$ cat src/rtl/rau_pkg.sv
// rau_pkg: shared types and constants of the rational arithmetic unit
// action codes, item kinds, sequencer states and result field widths
// no dependencies
`timescale 1ns / 1ps

package rau_pkg;

  localparam logic [2:0] ACT_ADD = 3'd0;
  localparam logic [2:0] ACT_SUB = 3'd1;
  localparam logic [2:0] ACT_MUL = 3'd2;
  localparam logic [2:0] ACT_DIV = 3'd3;
  localparam logic [2:0] ACT_CMP = 3'd4;

  localparam int unsigned ACT_W       = 3;
  localparam int unsigned OUT_W       = 33;
  localparam int unsigned ORD_W       = 2;
  localparam int unsigned OUT_TDATA_W = 72;
  localparam int unsigned QUEUE_DEPTH = 2;

  localparam logic signed [ORD_W-1:0] ORD_LESS = 2'sb11;
  localparam logic signed [ORD_W-1:0] ORD_EQ   = 2'sb00;
  localparam logic signed [ORD_W-1:0] ORD_GT   = 2'sb01;

  typedef enum logic [2:0] {
    KIND_ADD,
    KIND_SUB,
    KIND_MUL,
    KIND_DIV,
    KIND_CMP,
    KIND_BAD
  } kind_e;

  localparam int unsigned KIND_W = 3;

  typedef enum logic [4:0] {
    S_IDLE,
    S_GCD_GO,
    S_GCD_WAIT,
    S_Q1_GO,
    S_Q1_WAIT,
    S_Q2_GO,
    S_Q2_WAIT,
    S_M1,
    S_M2,
    S_M3,
    S_FORM,
    S_RCHK,
    S_RN_GO,
    S_RN_WAIT,
    S_RD_GO,
    S_RD_WAIT,
    S_OUT
  } state_e;

endpackage

$ cat src/rtl/rau_fifo.sv
// rau_fifo: small register queue between the front and the back
// depends on nothing
`timescale 1ns / 1ps

module rau_fifo #(
  parameter int unsigned WIDTH = 67,
  parameter int unsigned DEPTH = 2
) (
  input  logic             clk_i,
  input  logic             rst_ni,
  input  logic             push_i,
  input  logic [WIDTH-1:0] wdata_i,
  input  logic             pop_i,
  output logic [WIDTH-1:0] rdata_o,
  output logic             full_o,
  output logic             empty_o
);

  localparam int unsigned PW = (DEPTH > 1) ? $clog2(DEPTH) : 1;
  localparam int unsigned CW = $clog2(DEPTH + 1);

  logic [WIDTH-1:0] mem_q [DEPTH];
  logic [PW-1:0]    wr_q, wr_d, rd_q, rd_d;
  logic [CW-1:0]    cnt_q, cnt_d;

  assign full_o  = (cnt_q == CW'(DEPTH));
  assign empty_o = (cnt_q == '0);
  assign rdata_o = mem_q[rd_q];

  always_comb begin
    wr_d  = wr_q;
    rd_d  = rd_q;
    cnt_d = cnt_q;
    if (push_i) begin
      wr_d = (wr_q == PW'(DEPTH - 1)) ? '0 : wr_q + PW'(1);
    end
    if (pop_i) begin
      rd_d = (rd_q == PW'(DEPTH - 1)) ? '0 : rd_q + PW'(1);
    end
    if (push_i && !pop_i) begin
      cnt_d = cnt_q + CW'(1);
    end else if (pop_i && !push_i) begin
      cnt_d = cnt_q - CW'(1);
    end
  end

  always_ff @(posedge clk_i or negedge rst_ni) begin
    if (!rst_ni) begin
      wr_q  <= '0;
      rd_q  <= '0;
      cnt_q <= '0;
    end else begin
      wr_q  <= wr_d;
      rd_q  <= rd_d;
      cnt_q <= cnt_d;
    end
  end

  always_ff @(posedge clk_i) begin
    if (push_i) begin
      mem_q[wr_q] <= wdata_i;
    end
  end

endmodule

$ cat src/rtl/rau_div.sv
// rau_div: iterative signed divider, one quotient bit per cycle
// truncating quotient, remainder takes the dividend sign; no dependencies
`timescale 1ns / 1ps

module rau_div #(
  parameter int unsigned DW = 34
) (
  input  logic                 clk_i,
  input  logic                 rst_ni,
  input  logic                 start_i,
  input  logic signed [DW-1:0] dividend_i,
  input  logic signed [DW-1:0] divisor_i,
  output logic                 done_o,
  output logic signed [DW-1:0] quot_o,
  output logic signed [DW-1:0] rem_o
);

  localparam int unsigned CW = $clog2(DW + 1);

  logic          busy_q, done_q;
  logic [CW-1:0] cnt_q;
  logic [DW-1:0] a_q, b_q;
  logic [DW:0]   r_q, rs, r_nxt;
  logic          qneg_q, rneg_q, ge;

  assign rs    = {r_q[DW-1:0], a_q[DW-1]};
  assign ge    = (rs >= {1'b0, b_q});
  assign r_nxt = ge ? (rs - {1'b0, b_q}) : rs;

  assign done_o = done_q;
  assign quot_o = qneg_q ? -$signed(a_q) : $signed(a_q);
  assign rem_o  = rneg_q ? -$signed(r_q[DW-1:0]) : $signed(r_q[DW-1:0]);

  always_ff @(posedge clk_i or negedge rst_ni) begin
    if (!rst_ni) begin
      busy_q <= 1'b0;
      done_q <= 1'b0;
      cnt_q  <= '0;
    end else begin
      done_q <= 1'b0;
      if (start_i) begin
        busy_q <= 1'b1;
        cnt_q  <= CW'(DW);
      end else if (busy_q) begin
        cnt_q <= cnt_q - CW'(1);
        if (cnt_q == CW'(1)) begin
          busy_q <= 1'b0;
          done_q <= 1'b1;
        end
      end
    end
  end

  always_ff @(posedge clk_i) begin
    if (start_i) begin
      a_q    <= dividend_i[DW-1] ? -dividend_i : dividend_i;
      b_q    <= divisor_i[DW-1] ? -divisor_i : divisor_i;
      r_q    <= '0;
      qneg_q <= dividend_i[DW-1] ^ divisor_i[DW-1];
      rneg_q <= dividend_i[DW-1];
    end else if (busy_q) begin
      r_q <= r_nxt;
      a_q <= {a_q[DW-2:0], ge};
    end
  end

endmodule

$ cat src/rtl/rau_front.sv
// rau_front: accepts input items, classifies them and pushes them into the queue
// depends on rau_pkg
`timescale 1ns / 1ps

module rau_front #(
  parameter int unsigned W    = 16,
  parameter int unsigned IN_W = 64
) (
  input  logic                    s_tvalid_i,
  output logic                    s_tready_o,
  input  logic [IN_W-1:0]         s_tdata_i,
  input  logic [rau_pkg::ACT_W-1:0] s_tuser_i,
  input  logic                    full_i,
  output logic                    push_o,
  output logic [rau_pkg::KIND_W+4*W-1:0] wdata_o
);

  import rau_pkg::*;

  logic signed [W-1:0] an, ad, bn, bd;
  kind_e               kind;

  assign an = s_tdata_i[W-1:0];
  assign ad = s_tdata_i[2*W-1:W];
  assign bn = s_tdata_i[3*W-1:2*W];
  assign bd = s_tdata_i[4*W-1:3*W];

  always_comb begin
    case (s_tuser_i)
      ACT_ADD: kind = KIND_ADD;
      ACT_SUB: kind = KIND_SUB;
      ACT_MUL: kind = KIND_MUL;
      ACT_DIV: kind = KIND_DIV;
      ACT_CMP: kind = KIND_CMP;
      default: kind = KIND_BAD;
    endcase
    // zero denominators and division by a zero value give no result value
    if (ad == '0 || bd == '0 || (kind == KIND_DIV && bn == '0)) begin
      kind = KIND_BAD;
    end
  end

  assign s_tready_o = !full_i;
  assign push_o     = s_tvalid_i && !full_i;
  assign wdata_o    = {kind, bd, bn, ad, an};

endmodule

$ cat src/rtl/rau_back.sv
// rau_back: sequencer that carries out one item with a shared divider and multiplier
// depends on rau_pkg and rau_div
`timescale 1ns / 1ps

module rau_back #(
  parameter int unsigned W = 16
) (
  input  logic                                 clk_i,
  input  logic                                 rst_ni,
  input  logic                                 empty_i,
  input  logic [rau_pkg::KIND_W+4*W-1:0]       rdata_i,
  output logic                                 pop_o,
  output logic                                 m_tvalid_o,
  input  logic                                 m_tready_i,
  output logic [rau_pkg::OUT_TDATA_W-1:0]      m_tdata_o,
  output logic                                 m_tuser_o
);

  import rau_pkg::*;

  localparam int unsigned DW = 2 * W + 2;
  localparam int unsigned MW = W + 1;

  state_e state_q, state_d;

  kind_e                kind_q;
  logic signed [W-1:0]  an_q, ad_q, bn_q, bd_q;
  logic signed [DW-1:0] x_q, y_q, t1_q, t2_q, t3_q, n_q, d_q;
  logic signed [MW-1:0] q1_q, q2_q, sq1, sq2, mul_a, mul_b;
  logic signed [DW-1:0] prod, div_a, div_b, div_q, div_r;
  logic signed [ORD_W-1:0] ord_q;
  logic                 red_q, div_start, div_done, out_load;

  logic                 out_valid_q;
  logic signed [OUT_W-1:0] res_num_q, res_den_q;
  logic signed [ORD_W-1:0] res_ord_q;
  logic                 res_ok_q;

  rau_div #(.DW(DW)) u_div (
    .clk_i      (clk_i),
    .rst_ni     (rst_ni),
    .start_i    (div_start),
    .dividend_i (div_a),
    .divisor_i  (div_b),
    .done_o     (div_done),
    .quot_o     (div_q),
    .rem_o      (div_r)
  );

  // l/a_den and l/b_den with l = |lcm|
  assign sq1  = (ad_q < 0) ? -((q1_q < 0) ? -q1_q : q1_q) : ((q1_q < 0) ? -q1_q : q1_q);
  assign sq2  = (bd_q < 0) ? -((q2_q < 0) ? -q2_q : q2_q) : ((q2_q < 0) ? -q2_q : q2_q);
  assign prod = mul_a * mul_b;

  always_comb begin
    state_d = state_q;
    case (state_q)
      S_IDLE: begin
        if (!empty_i) begin
          case (kind_e'(rdata_i[KIND_W+4*W-1:4*W]))
            KIND_BAD:                     state_d = S_OUT;
            KIND_MUL, KIND_DIV:           state_d = S_M1;
            default:                      state_d = S_GCD_GO;
          endcase
        end
      end
      S_GCD_GO:   state_d = S_GCD_WAIT;
      S_GCD_WAIT: begin
        if (div_done) begin
          if (div_r != '0) state_d = S_GCD_GO;
          else if (red_q)  state_d = S_RN_GO;
          else             state_d = S_Q1_GO;
        end
      end
      S_Q1_GO:    state_d = S_Q1_WAIT;
      S_Q1_WAIT:  if (div_done) state_d = S_Q2_GO;
      S_Q2_GO:    state_d = S_Q2_WAIT;
      S_Q2_WAIT:  if (div_done) state_d = S_M1;
      S_M1:       state_d = S_M2;
      S_M2:       state_d = S_M3;
      S_M3:       state_d = S_FORM;
      S_FORM:     state_d = (kind_q == KIND_CMP) ? S_OUT : S_RCHK;
      S_RCHK:     state_d = (n_q == '0) ? S_OUT : S_GCD_GO;
      S_RN_GO:    state_d = S_RN_WAIT;
      S_RN_WAIT:  if (div_done) state_d = S_RD_GO;
      S_RD_GO:    state_d = S_RD_WAIT;
      S_RD_WAIT:  if (div_done) state_d = S_OUT;
      S_OUT:      if (!out_valid_q || m_tready_i) state_d = S_IDLE;
      default:    state_d = S_IDLE;
    endcase
  end

  always_comb begin
    pop_o     = 1'b0;
    div_start = 1'b0;
    div_a     = x_q;
    div_b     = y_q;
    mul_a     = MW'(an_q);
    mul_b     = q1_q;
    out_load  = 1'b0;
    case (state_q)
      S_IDLE:   pop_o = !empty_i;
      S_GCD_GO: div_start = 1'b1;
      S_Q1_GO: begin
        div_start = 1'b1;
        div_a     = DW'(bd_q);
      end
      S_Q2_GO: begin
        div_start = 1'b1;
        div_a     = DW'(ad_q);
      end
      S_RN_GO: begin
        div_start = 1'b1;
        div_a     = n_q;
      end
      S_RD_GO: begin
        div_start = 1'b1;
        div_a     = d_q;
      end
      S_M1: begin
        case (kind_q)
          KIND_CMP: mul_b = sq1;
          KIND_MUL: mul_b = MW'(bn_q);
          KIND_DIV: mul_b = MW'(bd_q);
          default:  mul_b = q1_q;
        endcase
      end
      S_M2: begin
        case (kind_q)
          KIND_CMP: begin mul_a = MW'(bn_q); mul_b = sq2;       end
          KIND_MUL: begin mul_a = MW'(ad_q); mul_b = MW'(bd_q); end
          KIND_DIV: begin mul_a = MW'(ad_q); mul_b = MW'(bn_q); end
          default:  begin mul_a = MW'(bn_q); mul_b = q2_q;      end
        endcase
      end
      S_M3: begin
        mul_a = MW'(ad_q);
        mul_b = q1_q;
      end
      S_OUT:    out_load = !out_valid_q || m_tready_i;
      default:  ;
    endcase
  end

  always_ff @(posedge clk_i or negedge rst_ni) begin
    if (!rst_ni) begin
      state_q     <= S_IDLE;
      out_valid_q <= 1'b0;
    end else begin
      state_q <= state_d;
      if (out_load)        out_valid_q <= 1'b1;
      else if (m_tready_i) out_valid_q <= 1'b0;
    end
  end

  always_ff @(posedge clk_i) begin
    case (state_q)
      S_IDLE: begin
        kind_q <= kind_e'(rdata_i[KIND_W+4*W-1:4*W]);
        bd_q   <= rdata_i[4*W-1:3*W];
        bn_q   <= rdata_i[3*W-1:2*W];
        ad_q   <= rdata_i[2*W-1:W];
        an_q   <= rdata_i[W-1:0];
        x_q    <= DW'($signed(rdata_i[2*W-1:W]));
        y_q    <= DW'($signed(rdata_i[4*W-1:3*W]));
        red_q  <= 1'b0;
        ord_q  <= ORD_EQ;
      end
      S_GCD_WAIT: begin
        if (div_done && div_r != '0) begin
          x_q <= y_q;
          y_q <= div_r;
        end
      end
      S_Q1_WAIT: if (div_done) q1_q <= div_q[MW-1:0];
      S_Q2_WAIT: if (div_done) q2_q <= div_q[MW-1:0];
      S_M1: t1_q <= prod;
      S_M2: t2_q <= prod;
      S_M3: t3_q <= prod;
      S_FORM: begin
        case (kind_q)
          KIND_ADD: begin n_q <= t1_q + t2_q; d_q <= t3_q; end
          KIND_SUB: begin n_q <= t1_q - t2_q; d_q <= t3_q; end
          KIND_CMP: ord_q <= (t1_q < t2_q) ? ORD_LESS : ((t1_q == t2_q) ? ORD_EQ : ORD_GT);
          default:  begin n_q <= t1_q; d_q <= t2_q; end
        endcase
      end
      S_RCHK: begin
        x_q   <= n_q;
        y_q   <= d_q;
        red_q <= 1'b1;
      end
      S_RN_WAIT: if (div_done) n_q <= div_q;
      S_RD_WAIT: begin
        if (div_done) begin
          if (div_q < 0) begin
            n_q <= -n_q;
            d_q <= -div_q;
          end else begin
            d_q <= div_q;
          end
        end
      end
      S_OUT: begin
        if (out_load) begin
          if (kind_q == KIND_BAD || kind_q == KIND_CMP) begin
            res_num_q <= '0;
            res_den_q <= '0;
          end else begin
            res_num_q <= OUT_W'(n_q);
            res_den_q <= OUT_W'(d_q);
          end
          res_ok_q  <= (kind_q != KIND_BAD);
          res_ord_q <= (kind_q == KIND_CMP) ? ord_q : ORD_EQ;
        end
      end
      default: ;
    endcase
  end

  assign m_tvalid_o = out_valid_q;
  assign m_tuser_o  = res_ok_q;
  assign m_tdata_o  = {{(OUT_TDATA_W - 2*OUT_W - ORD_W){1'b0}}, res_ord_q, res_den_q, res_num_q};

endmodule

$ cat src/rtl/rational_arithmetic_unit.sv
// rational arithmetic unit: add, subtract, multiply, divide, compare of rationals
// one item at a time in the back; the divider is 34 bits wide at default width
// throughput set by the shared bit-serial divider used for gcd and exact division
// reset: asynchronous active low, clears queue, sequencer and output valid
// depends on rau_pkg, rau_fifo, rau_front, rau_back, rau_div
`timescale 1ns / 1ps

module rational_arithmetic_unit #(
  parameter int unsigned OPERAND_WIDTH = 16
) (
  input  logic clk_i,
  input  logic rst_ni,
  // input items
  input  logic s_axis_tvalid_i,
  output logic s_axis_tready_o,
  // a_num, a_den, b_num, b_den from bit 0 up, zero padded to bytes
  input  logic [((4*OPERAND_WIDTH+7)/8)*8-1:0] s_axis_tdata_i,
  // action
  input  logic [rau_pkg::ACT_W-1:0] s_axis_tuser_i,
  // result items
  output logic m_axis_tvalid_o,
  input  logic m_axis_tready_i,
  // res_num, res_den, order from bit 0 up, zero padded
  output logic [rau_pkg::OUT_TDATA_W-1:0] m_axis_tdata_o,
  // res_valid
  output logic m_axis_tuser_o
);

  import rau_pkg::*;

  localparam int unsigned W    = OPERAND_WIDTH;
  localparam int unsigned IN_W = ((4 * W + 7) / 8) * 8;
  localparam int unsigned QW   = KIND_W + 4 * W;

  logic          fifo_push, fifo_pop, fifo_full, fifo_empty;
  logic [QW-1:0] fifo_wdata, fifo_rdata;

  // front: handshake and classification of each item
  rau_front #(.W(W), .IN_W(IN_W)) u_front (
    .s_tvalid_i (s_axis_tvalid_i),
    .s_tready_o (s_axis_tready_o),
    .s_tdata_i  (s_axis_tdata_i),
    .s_tuser_i  (s_axis_tuser_i),
    .full_i     (fifo_full),
    .push_o     (fifo_push),
    .wdata_o    (fifo_wdata)
  );

  // queue lets the front take items while the back is busy
  rau_fifo #(.WIDTH(QW), .DEPTH(QUEUE_DEPTH)) u_fifo (
    .clk_i   (clk_i),
    .rst_ni  (rst_ni),
    .push_i  (fifo_push),
    .wdata_i (fifo_wdata),
    .pop_i   (fifo_pop),
    .rdata_o (fifo_rdata),
    .full_o  (fifo_full),
    .empty_o (fifo_empty)
  );

  // back: gcd, cross products, reduction and the output register
  rau_back #(.W(W)) u_back (
    .clk_i      (clk_i),
    .rst_ni     (rst_ni),
    .empty_i    (fifo_empty),
    .rdata_i    (fifo_rdata),
    .pop_o      (fifo_pop),
    .m_tvalid_o (m_axis_tvalid_o),
    .m_tready_i (m_axis_tready_i),
    .m_tdata_o  (m_axis_tdata_o),
    .m_tuser_o  (m_axis_tuser_o)
  );

  // never write into a full queue
  a_no_overflow: assert property (@(posedge clk_i) disable iff (!rst_ni)
    fifo_push |-> !fifo_full) else $error("queue overflow");

  // never take an item out of an empty queue
  a_no_underflow: assert property (@(posedge clk_i) disable iff (!rst_ni)
    fifo_pop |-> !fifo_empty) else $error("queue underflow");

  // an invalid result carries all-zero data
  a_bad_is_zero: assert property (@(posedge clk_i) disable iff (!rst_ni)
    (m_axis_tvalid_o && !m_axis_tuser_o) |-> (m_axis_tdata_o == '0))
    else $error("invalid result with nonzero data");

endmodule
$ cat config.mk
export PLATFORM = sky130hd
export DESIGN_NAME = rational_arithmetic_unit
export DESIGN_NICKNAME = d
export VERILOG_FILES = /design/src/rtl/rau_pkg.sv /design/src/rtl/rau_fifo.sv /design/src/rtl/rau_div.sv /design/src/rtl/rau_front.sv /design/src/rtl/rau_back.sv /design/src/rtl/rational_arithmetic_unit.sv
export SDC_FILE = /design/constraint.sdc
export NUM_CORES = 2
export LEC_CHECK = 0
export CAP_MARGIN = 10
export CORE_MARGIN = 2
export CORE_UTILIZATION = 60
export CTS_BUF_LIST = sky130_fd_sc_hd__clkbuf_16
export CTS_CLUSTER_SIZE = 16
export DETAILED_ROUTE_END_ITERATION = 10
export DONT_BUFFER_PORTS = 1
export HOLD_SLACK_MARGIN = 0.08
export PLACE_DENSITY = 0.76
export SYNTH_ARGS = -nofsm -noshare
export SYNTH_HDL_FRONTEND = slang
export SYNTH_HIERARCHICAL = 1
export SYNTH_SLANG_ARGS = --single-unit
$ cat constraint.sdc
create_clock -name clk_i -period 10.45 [get_ports clk_i]
set_input_delay 0 -clock clk_i [delete_from_list [all_inputs] [get_ports clk_i]]
set_output_delay 0 -clock clk_i [all_outputs]
set_load 0.005 [all_outputs]
==> out/qor.yml <==
run_status:
  status: "finished clean"
drt:
  vias: 40260
  avgViaCountPerCell: 6.536
  firstDrtPassIters: 8
  wl_um: 154500
  drc: 0
  ant_nets: 0
  wl_per_cell_um: 25.09
  drt_iter0_drc: 5391
floorplan:
  initial_utilization_pct: 60.37
  die_y_um: 293.7
  die_area_mm2: 0.08628
  boundaryPins: 146
  core_mm2: 0.08342
  rows: 106
  die_w_um: 293.7
sta:
  hold_violations: 0
  slew_headroom_pct: 16.56
  fin_setup_tns_ps: 0
  finalSetupViolCount: 0
  timing.final.crit_share_pct: 93.40
  max_freq_ghz: 0.1025
  final_max_slew_viol_count: 0
  finalCriticalPeriod_ps: 9760
  tightest_slew_ps: 1247
  whs_ps: 87.75
  grt_setup_unrepaired: "false"
  clock_skew_ps: 32.26
synthesis:
  synth.yosys.seq_area_share_pct: 38.91
  synth-main-ff-cell: "edfxtp_1"
  synth.ff_latch_count: 667
  yosysTopAreaCell: "edfxtp_1"
  synth_top_cells_by_area: "edfxtp_1 37%, fa_1 12%, ha_1 4.9%"
  synth_area_per_cell_um2: 10.03
  synth_cells: 5021
  synth_edf_count: 615
  netlist_area_mm2: 0.05037
  synth_cell_types: 107
  yosys_warnings: 6
  synthArstFlopShare_pct: 2.699
  synth_top_area_share_pct: 36.67
clocking:
  clk_pin_slew_worst_paths_ps: 80
  htree_levels: 3
  clk_latency_ps: 650
  cts_buffer_depth: 3
  clock-sinks: 667
  cts_tree: "yes"
  numCtsBuffers: 74
  cts-root-buf: "clkbuf_16"
  postCtsSetupBuffers: 0
min_path:
  hp-class: "primary input to flip-flop"
  hold_end: "u_fifo/mem_q[1][59]"
  hold_path.startpoint: "s_axis_tdata_i[59]"
  min_path_cells: 1
worst_setup_path:
  cpMostUsedCell: "fa_1"
  cp-end-kind: "flip-flop"
  slowest_stage: "fa_1"
  crit_fanout: 16
  rrSetupSlack_ps: 690
  cp.arrival_ps: 10150
  cp-start-kind: "flip-flop"
  cp_slowest_stage_delay_ps: 570
  critPathKind: "flip-flop to flip-flop"
  r2r_cells: 30
  r2r-end: "u_back/t1_q[33]"
  r2r-start: "u_back/q2_q[0]"
  required_ps: 10840
finish:
  nNetsFinal: 5574
  largest-register: "u_fifo/mem_q"
  drive_gt1_share_pct: 7.232
  syn_to_final_growth_pct: 8.928
  nFillCells: 6453
  largest_reg_flops: 134
placed_design:
  port_buffers: 0
  place.gp.congestion: 1.019
  dpl.hpwl_um: 115200
global_route:
  grt_pass1_wl_um: 235600
  grt_pass1_vias: 39280
  grt_usage_pct: 35.81
  antenna_found_initial: 6
  grt_max_degree: 83
  grt-ovfl-total: 0
job:
  drv_cap: 0
==> critical path, delay by kind of cell, from the launching register on <==
kind                     cells  cell delay (ps)
flip-flops                   1              490
adder cells (fa/ha/maj)      8             3640
buffers and inverters        4              310
AND/OR/NAND/NOR              7             1690
XOR/XNOR                     1              400
AO/OA/AOI/OAI               10             2980
==> metrics by stage <==
| step | util (%) | setup slack [ps] | cell area, µm² | cells |
|---|---|---|---|---|
| final | 65.76 | 690.0 | 54860 | 6159 |
| after global placement | 61.23 | 980.7 | 51080 | 5891 |
| after floorplan | - | 1245 | 50380 | 5024 |
| after detailed placement | 61.23 | 646.7 | 51080 | 5891 |
| after CTS | 65.73 | 599.3 | 54840 | 6154 |
| after global routing | 65.76 | 99.88 | 54860 | 6156 |
==> cell families (layout without fill, tap and decap cells) <==
logic type	Yosys count	count (layout)	share of synthesized area (%)
DFF	667	667	38.91
other	1	8	0.007446
and+or+nand+nor	1534	1534	14.48
muxes	143	143	3.180
buffers and inverters	784	835	6.573
xor gates and xnor gates	330	330	5.739
AOI/OAI and AO/OA	1075	1075	14.69
adders and majority gates	487	487	16.42
==> cells in the final DEF (no fill, tap or decap), types with 34 or more instances in the layout <==
master         instances
mux2i_1               70
or3_1                 47
nand3_1               84
nor2_1               453
ha_1                 196
fa_1                 290
clkbuf_16             75
dlygate4sd3_1        130
nand2b_1              46
edfxtp_1             615
dfxtp_1               34
a21o_1                63
mux2_2                52
nor4_1                48
nor3_1                72
a31oi_1               48
a21oi_1              223
and2_1                91
xor2_1                95
nor2b_1               37
a22oi_1               63
o31ai_1               67
a211oi_1              54
xnor2_1              234
o21ai_0              211
a221o_1               47
buf_4                101
nand2_1              470
inv_1                482
==> synth_stat cells (all sizes together) (8+ instances only) <==
library cell,count
and3,25
xor2,95
dfrtp,18
o21ai,218
inv,469
or3,52
dfxtp,34
nor2b,40
nor3,74
ha,196
o21a,19
a22oi,64
fa,290
and2,93
o22ai,17
mux2,73
nor2,466
a21boi,10
a21o,63
xnor2,235
and4,8
a221oi,33
nand2,470
a211oi,55
buf,101
o21bai,18
or2,29
o2111ai,8
o31ai,68
a222oi,23
mux2i,70
nand3,84
or4,37
edfxtp,615
nor4,53
o41ai,37
a21oi,223
o211ai,25
nand2b,48
a221o,47
clkbuf,212
a311oi,20
a31oi,48
nand4,25
a211o,12
==> layout make-up <==
type / instances / area, µm² / area share, %
Antenna cell: 4 / 10.01 / 0.01824
Clock buffer: 75 / 1877 / 3.421
Clock inverter: 59 / 588.1 / 1.072
Inverter: 470 / 1764 / 3.216
Multi-Input combinational cell: 3573 / 27610 / 50.33
Sequential cell: 667 / 19600 / 35.73
Tap cell: 1080 / 1351 / 2.463
Timing Repair Buffer: 231 / 2059 / 3.754
==> what timing repair did <==
action / 4_1_cts / 5_1_grt
hold buffers: 129 / 1
endpoints found under the setup margin: 0 / 3
hold endpoints to repair: 175 / 2
resized for setup: 0 / 1
==> metal layers <==
layer / global-route usage, % / vias to the layer above / wire (µm)
li1: - / 17790 / -
met1: 46.96 / 19520 / 59380
met2: 55.37 / 2425 / 68620
met3: 8.376 / 521 / 16590
met4: 19.26 / 2 / 9912
met5: 0.2269 / - / 19
==> how the worst max path moves through the flow <==
stage,startpoint,endpoint
after floorplan,u_back/state_q[3],u_back/t1_q[33]
after global placement,u_back/q2_q[1],u_back/t1_q[33]
after detailed placement,u_back/q2_q[0],u_back/t1_q[33]
after CTS,u_back/q2_q[0],u_back/t3_q[33]
after global routing,u_back/q2_q[0],u_back/t1_q[33]
final,u_back/q2_q[0],u_back/t1_q[33]
Power is not shown: default switching activity piles up to over one toggle a cycle in this logic, so the estimate is an artifact.
